<file path="src/gpq_dist.sv">
// Pipelined squared-distance check of one stored point against the query.
module gpq_dist (
    input  logic        clk,
    input  logic [31:0] point,
    input  logic [15:0] qx,
    input  logic [15:0] qy,
    input  logic [15:0] radius,
    input  logic [31:0] radius_sq,
    output logic        hit
);
    logic [15:0] px;
    logic [15:0] py;
    logic [15:0] dx_reg;
    logic [15:0] dy_reg;
    logic        near_reg;
    logic [31:0] dx2_reg;
    logic [31:0] dy2_reg;
    logic        near2_reg;

    assign px = point[31:16];
    assign py = point[15:0];

    // First stage: absolute differences and the per-axis bound.
    always_ff @(posedge clk)
    begin
        dx_reg   <= (px > qx) ? (px - qx) : (qx - px);
        dy_reg   <= (py > qy) ? (py - qy) : (qy - py);
        near_reg <= ((px > qx) ? (px - qx) : (qx - px)) < radius &&
                    ((py > qy) ? (py - qy) : (qy - py)) < radius;
    end

    // Second stage: squares.
    always_ff @(posedge clk)
    begin
        dx2_reg   <= dx_reg * dx_reg;
        dy2_reg   <= dy_reg * dy_reg;
        near2_reg <= near_reg;
    end

    assign hit = near2_reg &&
                 (({1'b0, dx2_reg} + {1'b0, dy2_reg}) < {1'b0, radius_sq});

endmodule

</file>
<file path="config.mk">
export PLATFORM = sky130hd
export DESIGN_NAME = gpq_dist
export DESIGN_NICKNAME = d
export VERILOG_FILES = /design/src/gpq_dist.sv
export SDC_FILE = /design/constraint.sdc
export NUM_CORES = 1
export LEC_CHECK = 0
export BUFFER_PORTS_ARGS = -buffer_cell sky130_fd_sc_hd__clkbuf_2
export CAP_MARGIN = 20
export CELL_PAD_IN_SITES_DETAIL_PLACEMENT = 2
export CELL_PAD_IN_SITES_GLOBAL_PLACEMENT = 2
export CORE_ASPECT_RATIO = 2
export CORE_MARGIN = 1.5
export CORE_UTILIZATION = 28
export DETAILED_ROUTE_END_ITERATION = 6
export GPL_TIMING_DRIVEN = 0
export PLACE_DENSITY = 0.57
export SETUP_SLACK_MARGIN = 0.15
export SYNTH_ARGS = -nofsm -noshare
export SYNTH_HDL_FRONTEND = slang
export SYNTH_SLANG_ARGS = --single-unit
</file>
<file path="constraint.sdc">
create_clock -name clk -period 7.9 [get_ports clk]
set_clock_uncertainty 0.05 [all_clocks]
set_input_delay 0.395 -clock clk [delete_from_list [all_inputs] [get_ports clk]]
set_output_delay 0.395 -clock clk [all_outputs]
set_load 0.02 [all_outputs]
</file>
==> run_results.csv <==
group,metric,value,unit
logic_synthesis,ys_types,71,
final_layout,nNetsFinal,3419,
sta,setup_viol,0,
clocking,clk_latency,0.38,ns
route,drt-total-wl,74.83,mm
sta,fin_ws,0.5244,ns
logic_synthesis,synth_warnings,0,
grt,grt_pass1_vias,21082,
logic_synthesis,synth_xor_area_share,4.812,%
logic_synthesis,synth_top_area_share,30.24,%
grt,grt_antenna_before_repair,1,
final_layout,final_common_cell,"inv_1",
clocking,clk_pin_slew,0.08,ns
route,firstDrtPassIters,5,
route,antenna_left,0,
placement,post-place-ws,0.1538,ns
grt,grt_pass1_wl,117.6,mm
setup_path,arrival,7.62,ns
setup_path,setup.worst_path.class,"reg -> reg",
route,drc,0,
final_layout,syn2layout_area_growth,9.915,%
setup_path,path_max_fanout,10,
setup_path,crit_chain,"clkbuf_1, nand2_1, fa_1, fa_1, inv_1, fa_1, fa_1, fa_1, inv_1, fa_1, inv_1, ha_1, a21o_1, a21o_1, a21oi_1, nor2_1, a211oi_1, o31ai_1, a221o_1, a21oi_1, xnor2_1",
logic_synthesis,synth_flop_cell,"dfxtp_1",
logic_synthesis,synth_area_per_cell,8.755,um2
floorplan,die_w,200.5,um
route,via_count,17303,
logic_synthesis,syn-num-nets,3295,
logic_synthesis,seq_area_frac_synth,8.798,%
floorplan,core_area,77110,um2
floorplan,design.die.area,79800,um2
floorplan,fp-row-count,144,
route,drt-wirelength-per-cell,20.52,um
clocking,cts_tree,"built",
sta,post-route-period-util,93.36,%
setup_path,crit_slowest_cell,"dfxtp_1",
sta,max_freq,0.1356,GHz
logic_synthesis,async_reset_ff_share,0,%
final_layout,layout_common_cells,"inv_1 (620), ha_1 (357), fa_1 (330), nand2_1 (190), clkbuf_2 (123)",
clocking,cts_sinks,96,
logic_synthesis,synth_enable_flop_cells,0,
final_layout,fillers,8951,
logic_synthesis,synthTopCellsByArea,"fa_1 (30%), ha_1 (20%), inv_1 (11%)",
final_layout,insertedDiodeCount,0,
logic_synthesis,synth_seq_cells,96,
sta,tightest_slew,0.9644,ns
clocking,cts_hold_buf,0,
placement,placed_area,23690,um2
final_layout,final_layout_size_suffix_gt1_share,7.050,%
grt,grt_max_degree,18,
logic_synthesis,synth_simple_gate_area_share,11.16,%
setup_path,cp.required,8.14,ns
status,status,"finished, final reports clean",
hold_path,hold_class,"reg -> reg",
clocking,htree_levels,3,
floorplan,start_util,28.33,%
logic_synthesis,synth_top_family_by_area,"adder cells",
setup_path,start_kind,"flop",
floorplan,die_height,398,um
route,via_per_inst,4.746,
placement,routabilityCongestion,0.8156,
final_layout,final_core_util,31.13,%
clocking,cts_setup_buffers,0,
run,maxCapViolCount,0,
route,drt-initial-drc-count,358,
setup_path,cp_common_cell,"fa_1",
setup_path,endpoint_kind,"flop",
placement,io_buffers,113,
clocking,clockBufferDepth,2,
final_layout,final_area,24010,um2
logic_synthesis,synthCells,2495,
grt,gr-total-overflow,0,
final_layout,seq_area,1922,um2
logic_synthesis,synth_adder_area_share,50.69,%
logic_synthesis,synth_compound_gate_area_share,11.52,%
sta,drv_slew,0,
grt,grt_use_total,19.43,%
logic_synthesis,netlist_area,21840,um2
logic_synthesis,synthMuxAreaShare,1.203,%
final_layout,multi_input_area,17340,um2
sta,hold_viol,0,
setup_path,critPathMaxStageDelay,0.76,ns
logic_synthesis,synth_area_leader_cell,"fa_1",
clocking,root_buffer,"clkbuf_16",
sta,relSlewSlack,35.71,%
clocking,cts_buffers,9,
sta,tns,0,ns
sta,layout_min_cycle_time,7.376,ns
floorplan,ioPinCount,114,
sta,grt_setup_unrepaired,"true",
placement,dp_hpwl,67.38,mm
[metal layers]
metal,part of all wire (%),global-route usage (%),up-vias
met5,0,0,-
met4,4.4,8.069,0
met3,1.6,1.595,112
met2,61,42.15,234
met1,33,17.79,8885
li1,-,-,8072
[worst max-delay path, delay by kind of cell, from the launching register on]
kind                       cells  cell delay [ns]
adders and majority gates      7             3.52
AOI/OAI and AO/OA              7             1.79
DFF                            1             0.76
buffers and inverters          4             0.70
and+or+nand+nor                2             0.31
xor gates and xnor gates       1             0.16
[cells in the mapped netlist (3+ instances only)]
cell and count:
a21o_1 66, a31o_2 7, xnor2_1 83, mux2i_1 15
or4_1 4, a221oi_1 4, a311oi_1 3, or2_2 6
nor3_1 18, mux2_2 10, nor2_1 115, a21boi_1 3
a21oi_1 109, a211oi_1 16, o41ai_1 5, a21oi_2 3
dfxtp_1 96, a211o_1 5, o21ai_0 58, a21boi_0 5
nand2_1 190, nand4_1 17, a221o_1 6, buf_4 4
a311o_1 3, and2_1 77, a2111oi_0 4, ha_1 357
xor2_1 37, o21bai_1 10, nand3_1 22, nor4_1 5
and3_1 14, clkbuf_1 47, buf_2 3, o21a_1 19
inv_1 620, o31ai_1 4, nor2b_1 27, fa_1 330
a31oi_1 10, o211ai_1 7, nand2b_1 13
[area by class of cell]
class	instances	area share, %
inverter	620	9.693
multi-input combinational	1721	72.22
timing repair buffer	113	2.356
tap	1022	5.326
sequential	96	8.005
clock inverter	6	0.3023
clock buffer	10	0.9954
buffer	58	1.100
[metrics by stage]
step	instances	hold slack (ns)
finish	3646	0.2879
global placement	3630	0.2665
floorplan	2495	0.2596
global route	3646	0.3083
CTS	3646	0.2950
detailed placement	3630	0.2679
[cell families (layout without fill, tap and decap cells)]
logic type | Yosys count | count (layout)
adders and majority gates | 687 | 687
buffers and inverters | 678 | 807
and+or+nand+nor | 516 | 516
AOI/OAI and AO/OA | 373 | 373
xor gates and xnor gates | 120 | 120
DFF | 96 | 96
muxes | 25 | 25
[path summary, 6_finish.rpt]
check / startpoint / end / slack, ns / cells after the start
worst min register to register: near_reg / near2_reg / 0.29 / 0
worst min-delay path: near_reg / near2_reg / 0.29 / 0
worst max-delay path: dx_reg[2] / dx2_reg[24] / 0.52 / 21
worst max register to register: dx_reg[2] / dx2_reg[24] / 0.52 / 21
[timing repair]
action                     CTS  global route
cloned                       0             0
gates resized for setup      1            14
setup endpoints to repair    1             7
Power is left out: the tool's default activity adds up to more than one toggle a clock period on the data nets, which glitch-free logic cannot reach.
