[config.mk]
export PLATFORM = sky130hd
export DESIGN_NAME = gpq_div
export DESIGN_NICKNAME = d
export VERILOG_FILES = /design/src/gpq_pkg.sv /design/src/gpq_div.sv
export SDC_FILE = /design/constraint.sdc
export NUM_CORES = 1
export LEC_CHECK = 0
export ABC_CLOCK_PERIOD_IN_PS = 6100
export CORE_MARGIN = 1
export CORE_UTILIZATION = 30
export CTS_CLUSTER_DIAMETER = 100
export DETAILED_ROUTE_END_ITERATION = 16
export DONT_BUFFER_PORTS = 1
export SLEW_MARGIN = 0
export SYNTH_ARGS = -nofsm -noshare
export SYNTH_HDL_FRONTEND = slang
export SYNTH_SLANG_ARGS = --single-unit
[constraint.sdc]
create_clock -name clk -period 6.1 [get_ports clk]
set_clock_uncertainty 0.15 [all_clocks]
set_input_delay 0.61 -clock clk [delete_from_list [all_inputs] [get_ports clk]]
set_output_delay 0.61 -clock clk [all_outputs]
set_load 0.1 [all_outputs]
[src/gpq_pkg.sv]
// Shared types and constants for the grid proximity query block.
package gpq_pkg;

    // Request kinds.
    localparam logic REQ_INSERT = 1'b0;
    localparam logic REQ_QUERY  = 1'b1;

    // Configuration register indexes.
    localparam logic REG_CELL_SIZE = 1'b0;

    // Divider operand widths: numerator covers radius plus cell size minus one.
    localparam int NUM_W = 17;
    localparam int DEN_W = 16;
    localparam int CNT_W = 5;

    typedef struct packed {
        logic        req_type;
        logic [15:0] x_coord;
        logic [15:0] y_coord;
        logic [15:0] radius;
    } req_t;

    typedef struct packed {
        logic        found_close;
        logic        insert_ok;
        logic        reach_clipped;
        logic [13:0] stored_points;
    } rsp_t;

    typedef enum logic [4:0] {
        ST_CLEAR,
        ST_IDLE,
        ST_DIV_X,
        ST_DIV_Y,
        ST_DIV_R,
        ST_WRAP_X,
        ST_WRAP_Y,
        ST_INS_RD,
        ST_INS_WR,
        ST_R2,
        ST_CELL_RD,
        ST_CELL_CHK,
        ST_PT_RD,
        ST_PT_D1,
        ST_PT_D2,
        ST_PT_D3,
        ST_NEXT_CELL,
        ST_DONE
    } state_t;

endpackage

[src/gpq_div.sv]
// Bit-serial restoring divider, one quotient bit per cycle.
module gpq_div (
    input  logic                      clk,
    input  logic                      rst_n,
    input  logic                      start,
    input  logic [gpq_pkg::NUM_W-1:0] num,
    input  logic [gpq_pkg::DEN_W-1:0] den,
    output logic                      done,
    output logic [gpq_pkg::NUM_W-1:0] quo
);
    import gpq_pkg::*;

    logic             busy_reg;
    logic             done_reg;
    logic [CNT_W-1:0] cnt_reg;
    logic [NUM_W-1:0] quo_reg;
    logic [DEN_W:0]   rem_reg;
    logic [DEN_W-1:0] den_reg;
    logic [DEN_W:0]   shifted;
    logic             ge;

    // One trial subtraction per cycle.
    assign shifted = {rem_reg[DEN_W-1:0], quo_reg[NUM_W-1]};
    assign ge      = shifted >= {1'b0, den_reg};

    // Control.
    always_ff @(posedge clk or negedge rst_n)
    begin
        if (!rst_n)
        begin
            busy_reg <= 1'b0;
            done_reg <= 1'b0;
            cnt_reg  <= '0;
        end
        else
        begin
            done_reg <= 1'b0;
            if (start)
            begin
                busy_reg <= 1'b1;
                cnt_reg  <= '0;
            end
            else if (busy_reg)
            begin
                cnt_reg <= cnt_reg + 1'b1;
                if (cnt_reg == CNT_W'(NUM_W - 1))
                begin
                    busy_reg <= 1'b0;
                    done_reg <= 1'b1;
                end
            end
        end
    end

    // Datapath: numerator shifts out as quotient bits shift in.
    always_ff @(posedge clk)
    begin
        if (start)
        begin
            quo_reg <= num;
            rem_reg <= '0;
            den_reg <= den;
        end
        else if (busy_reg)
        begin
            quo_reg <= {quo_reg[NUM_W-2:0], ge};
            rem_reg <= ge ? (shifted - {1'b0, den_reg}) : shifted;
        end
    end

    assign done = done_reg;
    assign quo  = quo_reg;

endmodule

==> results.md, run 1 <==
- Syn. warnings: 0
- IO Pins: 54
- Layout cells sized above 1: 0.125
- DR pass1 iterations: 4
- Syn_area_per_cell: around 11 um^2
- Remaining Overflow, GRT: 0
- Clock Path Buffers: 2
- Routed WL: between 6 and 7 mm
- Critical path type: flop to flop
- Post-Syn Area: approximately 3300 um^2
- Iteration-0 DRC Markers: roughly 150
- Die X: between 100 and 150 um
- Status: complete, no violations
- Top-area cell type share of the netlist area: 0.303
- Routability congestion estimate: roughly 0.9
- Initial Utilization: 0.313
- Post-CTS sizing: 0
- Vias post-DR: between 2,000 and 2,500
- Reg2Reg Capture Point: rem_reg[14]
- H-tree depth: 2
- Setup TNS: 0 ns
- Worst r2r src: quo[16]
- Clock Sinks: 56
- Post CTS Setup Buffer Count: 0
- Post-Syn Instances: between 300 and 400
- Number of flip-flops in the largest register: 17
- Die H: between 100 and 150 um
- Final hold vios: 0
- CP Launch Type: flop
- Die area: about 11,000 um^2
- Synth cell types: 64
- Hold Path End: rem_reg[10]
- Layout area overhead: 6.42%
- # diodes: 0
- Power per standard cell area: about 240 nW/um^2
- Routed Antenna Nets: 0
- Dominant cell type by area after synthesis: edfxtp_1
- Core ar.: approximately 10,000 um^2
- Largest net degree at the start of global routing: 51
- Fillers: 1,097
- Row count: 37
- Hold path depth: 1
- Critical path peak fanout: 5
- Worst Hold Launch: start
- Hold Crit Class: input pin to flop
- Arrival @ worst endpoint: ~3.4 ns
- Synth area leaders: edfxtp_1 (30%), dfxtp_1 (9.8%), ha_1 (6.9%)
- FF-to-FF setup slack: roughly 2.8 ns
- Sequential-to-total area share from yosys stat: 0.454
- Worst-path clk slew: around 0.11 ns
- CP required: approximately 6.2 ns
- Peak VDD IR: 0.172 mV
- Vias in the first global route: about 2,300
- Setup violations, final: 0
- DRC viols: 0
- Clock Latency Late Sink: approximately 0.32 ns
- Post-synth ARST share: 0.125
- Max-Cap Viols: 0
- Crit. Startpoint: quo[16]
- Crit share post-route: 0.537
- Worst Setup End Kind: flop
- R2R cell count: 9
- CTS tree: yes
- #FFs+latches synth: 56
- Total track usage: 0.129
- Top_reg_cell synth: edfxtp_1
- Final nets: 359
- Detailed placer's ending HPWL: a little under 5 mm
- Fmax: between 300 and 400 MHz
- # port buffers: 0
- Leakage: between 1 and 1.5 nW
- Post-synth EDFFs: 33
- Routed len/inst: between 15 and 20 um
- Clock root buffer: clkbuf_8
- Relative slew slack: 0.362
- Final Core Density: 0.333
- Pins Over Slew Limit: 0
- RSZ-0062 raised after global routing: false
- Vias/cell: roughly 5.3
- Initial antenna violation count: 0
- Total CTS buffers: 5
- Post-Syn Nets: between 300 and 400
- Worst Tran Pin Value: ~0.96 ns
- First-pass GRT wire length: between 10 and 15 mm
- Min Tclk post-route: 3.27 ns
[power breakdown]
group          leakage [nW]  switching [mW]  total (mW)  internal, mW
Sequential            0.558          0.0964       0.523         0.427
Clock                0.0414           0.132       0.214        0.0822
Combinational         0.822          0.0479      0.0916        0.0437
[layout by cell type, fill, tap and decap left out, types with 3 or more instances in the layout]
cell / n
nor4_1: 4
xor2_1: 4
o31ai_1: 3
clkbuf_8: 5
a21o_1: 4
edfxtp_1: 33
nor3_1: 6
ha_1: 18
mux2i_1: 6
and3_4: 3
nand3_1: 4
o21ai_0: 13
inv_1: 25
dfxtp_1: 16
mux2_2: 17
nor2_1: 26
a211oi_1: 4
o211a_1: 4
xnor2_1: 4
dfrtp_1: 7
o21a_1: 3
a21oi_1: 16
nand2_1: 20
nand2b_1: 3
[how the worst max path moves through the flow]
stage | to | slack [ns] | depth (start not counted)
floorplan | rem_reg[14] | 3.06 | 9
global placement | rem_reg[14] | 2.89 | 9
detailed placement | rem_reg[14] | 2.85 | 9
CTS | rem_reg[14] | 2.82 | 9
global route | rem_reg[7] | 2.64 | 8
finish | rem_reg[14] | 2.83 | 9
[logic make-up (layout without fill, tap and decap cells)]
group / count (synthesis) / after routing / share of synthesized area
fa+ha+maj: 19 / 19 / 0.0749
xor+xnor: 8 / 8 / 0.0214
buf+inv: 37 / 35 / 0.0489
mux: 24 / 24 / 0.0814
compound gates: 84 / 84 / 0.196
flops: 56 / 56 / 0.454
simple gates: 79 / 79 / 0.123
[worst max-delay path, stage by stage, from the launching register on]
cell	delay (ns)
edfxtp_1	0.98
inv_1	0.14
ha_1	0.27
fa_1	0.44
nor2b_4	0.14
o31a_1	0.23
o31ai_1	0.14
a221o_1	0.33
o31ai_1	0.25
a22o_1	0.15
[synth_stat cells, types with 6 or more instances]
cell type   n
dfxtp_1    16
nor2_1     26
ha_1       18
mux2i_1     6
clkbuf_1    7
edfxtp_1   33
nor3_1      6
mux2_2     17
o21ai_0    13
nand2_1    20
dfrtp_1     7
a21oi_1    16
inv_1      25
[cell type report]
type | instances | area, um^2 | area share
inverter | 25 | 93.8 | 0.0269
tap | 136 | 170 | 0.0488
clock inverter | 2 | 16.3 | 0.00467
sequential | 56 | 1490 | 0.427
multi-input combinational | 214 | 1630 | 0.467
timing repair buffer | 2 | 17.5 | 0.00503
clock buffer | 6 | 72.6 | 0.0208
[stage by stage]
step / cells / hold slack [ns] / setup slack (ns) / area (um^2) / power, mW
after global routing: 441 / 0.177 / 2.64 / 3480 / 0.864
after CTS: 441 / 0.193 / 2.82 / 3480 / 0.836
after floorplan: 307 / 0.164 / 3.06 / 3270 / 0.606
after detailed placement: 432 / 0.165 / 2.85 / 3390 / 0.622
after global placement: 432 / 0.165 / 2.89 / 3390 / 0.620
final: 441 / 0.208 / 2.83 / 3480 / 0.829
[per-layer routing]
layer  share of wire  track usage  wire [um]
met5               0            0          0
met2            0.46        0.204       3150
met1            0.47        0.172       3230
met3           0.067       0.0343        464
met4          0.0093       0.0391         64
[timing repair]
action,in CTS,in global routing
hold endpoints to repair,7,0
hold buffers,1,0
setup endpoints to repair,0,0
No activity file was read; power rests on OpenSTA's default activity.
==> inputs of run 2 (changes only) <==
- ABC_AREA: not set -> 1
- ABC_CLOCK_PERIOD_IN_PS: 6100 -> 2600
- clock period: 6.1 -> 2.6 ns (I/O delays scaled with it)
==> run 2 against run 1 <==
The flow now finishes with violations (hold timing). Sequential cell count unchanged. Non-clock buffer count up 32. Wire length up 17%. Hold slack worse by 0.21 ns. Fmax up 47%. Register-to-register slack worse by 2.5 ns. Critical path type unchanged. Sequential share of layout area down 5.4 points.
==> results.md, run 2 <==
- Post-synth EDFFs: 33
- Die X: between 100 and 150 um
- Total track usage: 0.149
- CP Launch Type: flop
- Critical path type: flop to flop
- Initial Utilization: 0.309
- Synth area leaders: edfxtp_1 (29%), nand2_1 (18%), dfxtp_1 (9.5%)
- Total CTS buffers: 5
- Status: complete, but fails checks
- Routed len/inst: roughly 13 um
- H-tree depth: 2
- Detailed placer's ending HPWL: approximately 5.4 mm
- Fillers: ~1,100
- Synth cell types: 33
- CP cell instances: inv_1, ha_1, fa_1, o21bai_1, nand2_1, nand3_1, nand2_1, nand2_1, nand2_1, nand3_1, nand2_1
- Worst Tran Pin Value: ~1.1 ns
- Routed Antenna Nets: 0
- Hold Crit Class: input pin to flop
- Dominant cell type by area after synthesis: edfxtp_1
- Clock Latency Late Sink: 0.30 ns
- Largest net degree at the start of global routing: 23
- Worst-path clk slew: 0.08 ns
- # diodes: 0
- Syn_area_per_cell: 7.55 um^2
- CP required: around 2.6 ns
- Max-Cap Viols: 0
- Worst-path cell with the longest stage delay: fa_1
- RSZ-0062 raised after global routing: false
- Clock Path Buffers: 2
- Routed WL: approximately 8.1 mm
- #FFs+latches synth: 56
- Sequential-to-total area share from yosys stat: 0.439
- Core ar.: between 10,000 and 15,000 um^2
- Post-Syn Area: around 3400 um^2
- Number of flip-flops in the largest register: 17
- Setup TNS: 0 ns
- Failing checks: hold timing
- Most common cell after layout, fill and taps aside: nand2_1
- Final Instance Area: about 4000 um^2
- Critical path peak fanout: 3
- Worst Setup End Kind: flop
- Die H: between 100 and 150 um
- Top-area cell type share of the netlist area: 0.293
- IO Pins: between 50 and 60
- Arrival @ worst endpoint: approximately 2.3 ns
- Final hold vios: 1
- Syn. warnings: 0
- Top_reg_cell synth: edfxtp_1
- Crit share post-route: 0.855
- Post-Syn Nets: ~500
- DRC viols: 0
- Fmax: 450 MHz
- Vias/cell: between 4 and 5
- Vias in the first global route: 2,871
- DR pass1 iterations: 5
- Die area: between 10,000 and 15,000 um^2
- Min Hold Slack: -0.00380 ns
- Iteration-0 DRC Markers: 132
- Dominant delay contributor by cell family on the critical path: adder cells
- Post-synth ARST share: 0.125
- Layout cells sized above 1: 0.0582
- Post-synth top cells: nand2_1 (166), inv_1 (76), nand3_1 (40)
- Bufs and invs on worst path: 1
- Worst r2r src: quo[16]
- Post-Syn Instances: 448
- Count leader, synth: nand2_1
- # port buffers: 0
- Relative slew slack: 0.281
- Initial antenna violation count: 0
- Row count: 38
- Vias post-DR: ~2,900
- Final nets: approximately 540
- Pins Over Slew Limit: 0
- Clock root buffer: clkbuf_16
- Worst Hold Launch: num[9]
- Min Tclk post-route: between 2 and 2.5 ns
- Layout area overhead: 17.9%
- Post-DP Area: between 3000 and 4000 um^2
- First-pass GRT wire length: roughly 14 mm
- Power per standard cell area: ~900 nW/um^2
- Setup violations, final: 0
- Crit-path max cell delay: between 0.4 and 0.5 ns
- Peak VDD IR: ~0.44 mV
- Clock Sinks: 56
- Remaining Overflow, GRT: 0
- Crit. Startpoint: quo[16]
- Most frequent cells in the layout: nand2_1 (166), inv_1 (76), nand3_1 (40)
- Leakage: 2.00 nW
- Crit path top cell by count: nand2_1
- CTS tree: yes
- Routability congestion estimate: around 0.86
==> run 2: what timing repair did <==
action,in CTS,in global routing
setup buffers,0,0
gates resized for setup,0,0
hold buffers,27,2
endpoints found under the hold margin,49,3
==> run 2: report_power, final <==
group          switching, mW  total, mW  internal, mW
clock                  0.354      0.727         0.373
sequential             0.303       1.40          1.09
combinational          0.903       1.45         0.543
==> run 2: cell type report <==
class                   count  area, um^2  share of cell area
clock buffers               5         125              0.0314
clock inverters             3        28.8             0.00721
inverters                  76         285              0.0715
multi-input cells         307        1560               0.391
flip-flops and latches     56        1490               0.373
well taps                 140         175              0.0439
repair buffers             34         328              0.0822
==> run 2: worst paths after layout <==
check | to | slack (ns) | cells after the start
max reg2reg | rem_reg[12] | 0.38 | 11
max in group asynchronous | cnt_reg[0] | 1.94 | 1
min in group asynchronous | done | 0.12 | 1
min | quo[9] | -0.004 | 2
max | rem_reg[12] | 0.38 | 11
min reg2reg | rem_reg[15] | 0.32 | 2
==> run 2: worst register-to-register path: cells and delay by family, from the launching register on <==
family                     cells  cell delay (ns)
adders and majority gates      2             0.68
and+or+nand+nor                7             0.49
DFF                            1             0.38
AOI/OAI and AO/OA              1             0.33
buffers and inverters          1             0.08
==> run 2: kinds of logic after synthesis <==
group	Yosys count	share of synthesized area
buffers and inverters	85	0.0991
flip-flops	56	0.439
AND/OR/NAND/NOR	252	0.324
AO/OA/AOI/OAI	30	0.0496
adder cells (fa/ha/maj)	19	0.0725
XOR/XNOR	6	0.0155
==> run 2: through the flow <==
step                      setup slack, ns  total power [mW]  cells  utilization
after floorplan                  0.000113              2.54    448            -
after global placement              0.421              2.78    584        0.324
after detailed placement            0.392              2.80    584        0.324
after CTS                           0.358              3.58    619        0.363
after global routing                0.161              3.86    621        0.365
final                               0.376              3.57    621        0.365
==> run 2: routing by layer <==
metal | GRT usage | up-vias | part of all wire
li1 | - | 1476 | -
met1 | 0.184 | 1341 | 0.46
met2 | 0.260 | 81 | 0.46
met4 | 0.0382 | 0 | 0.012
met5 | 0 | - | 0
met3 | 0.0350 | 7 | 0.059
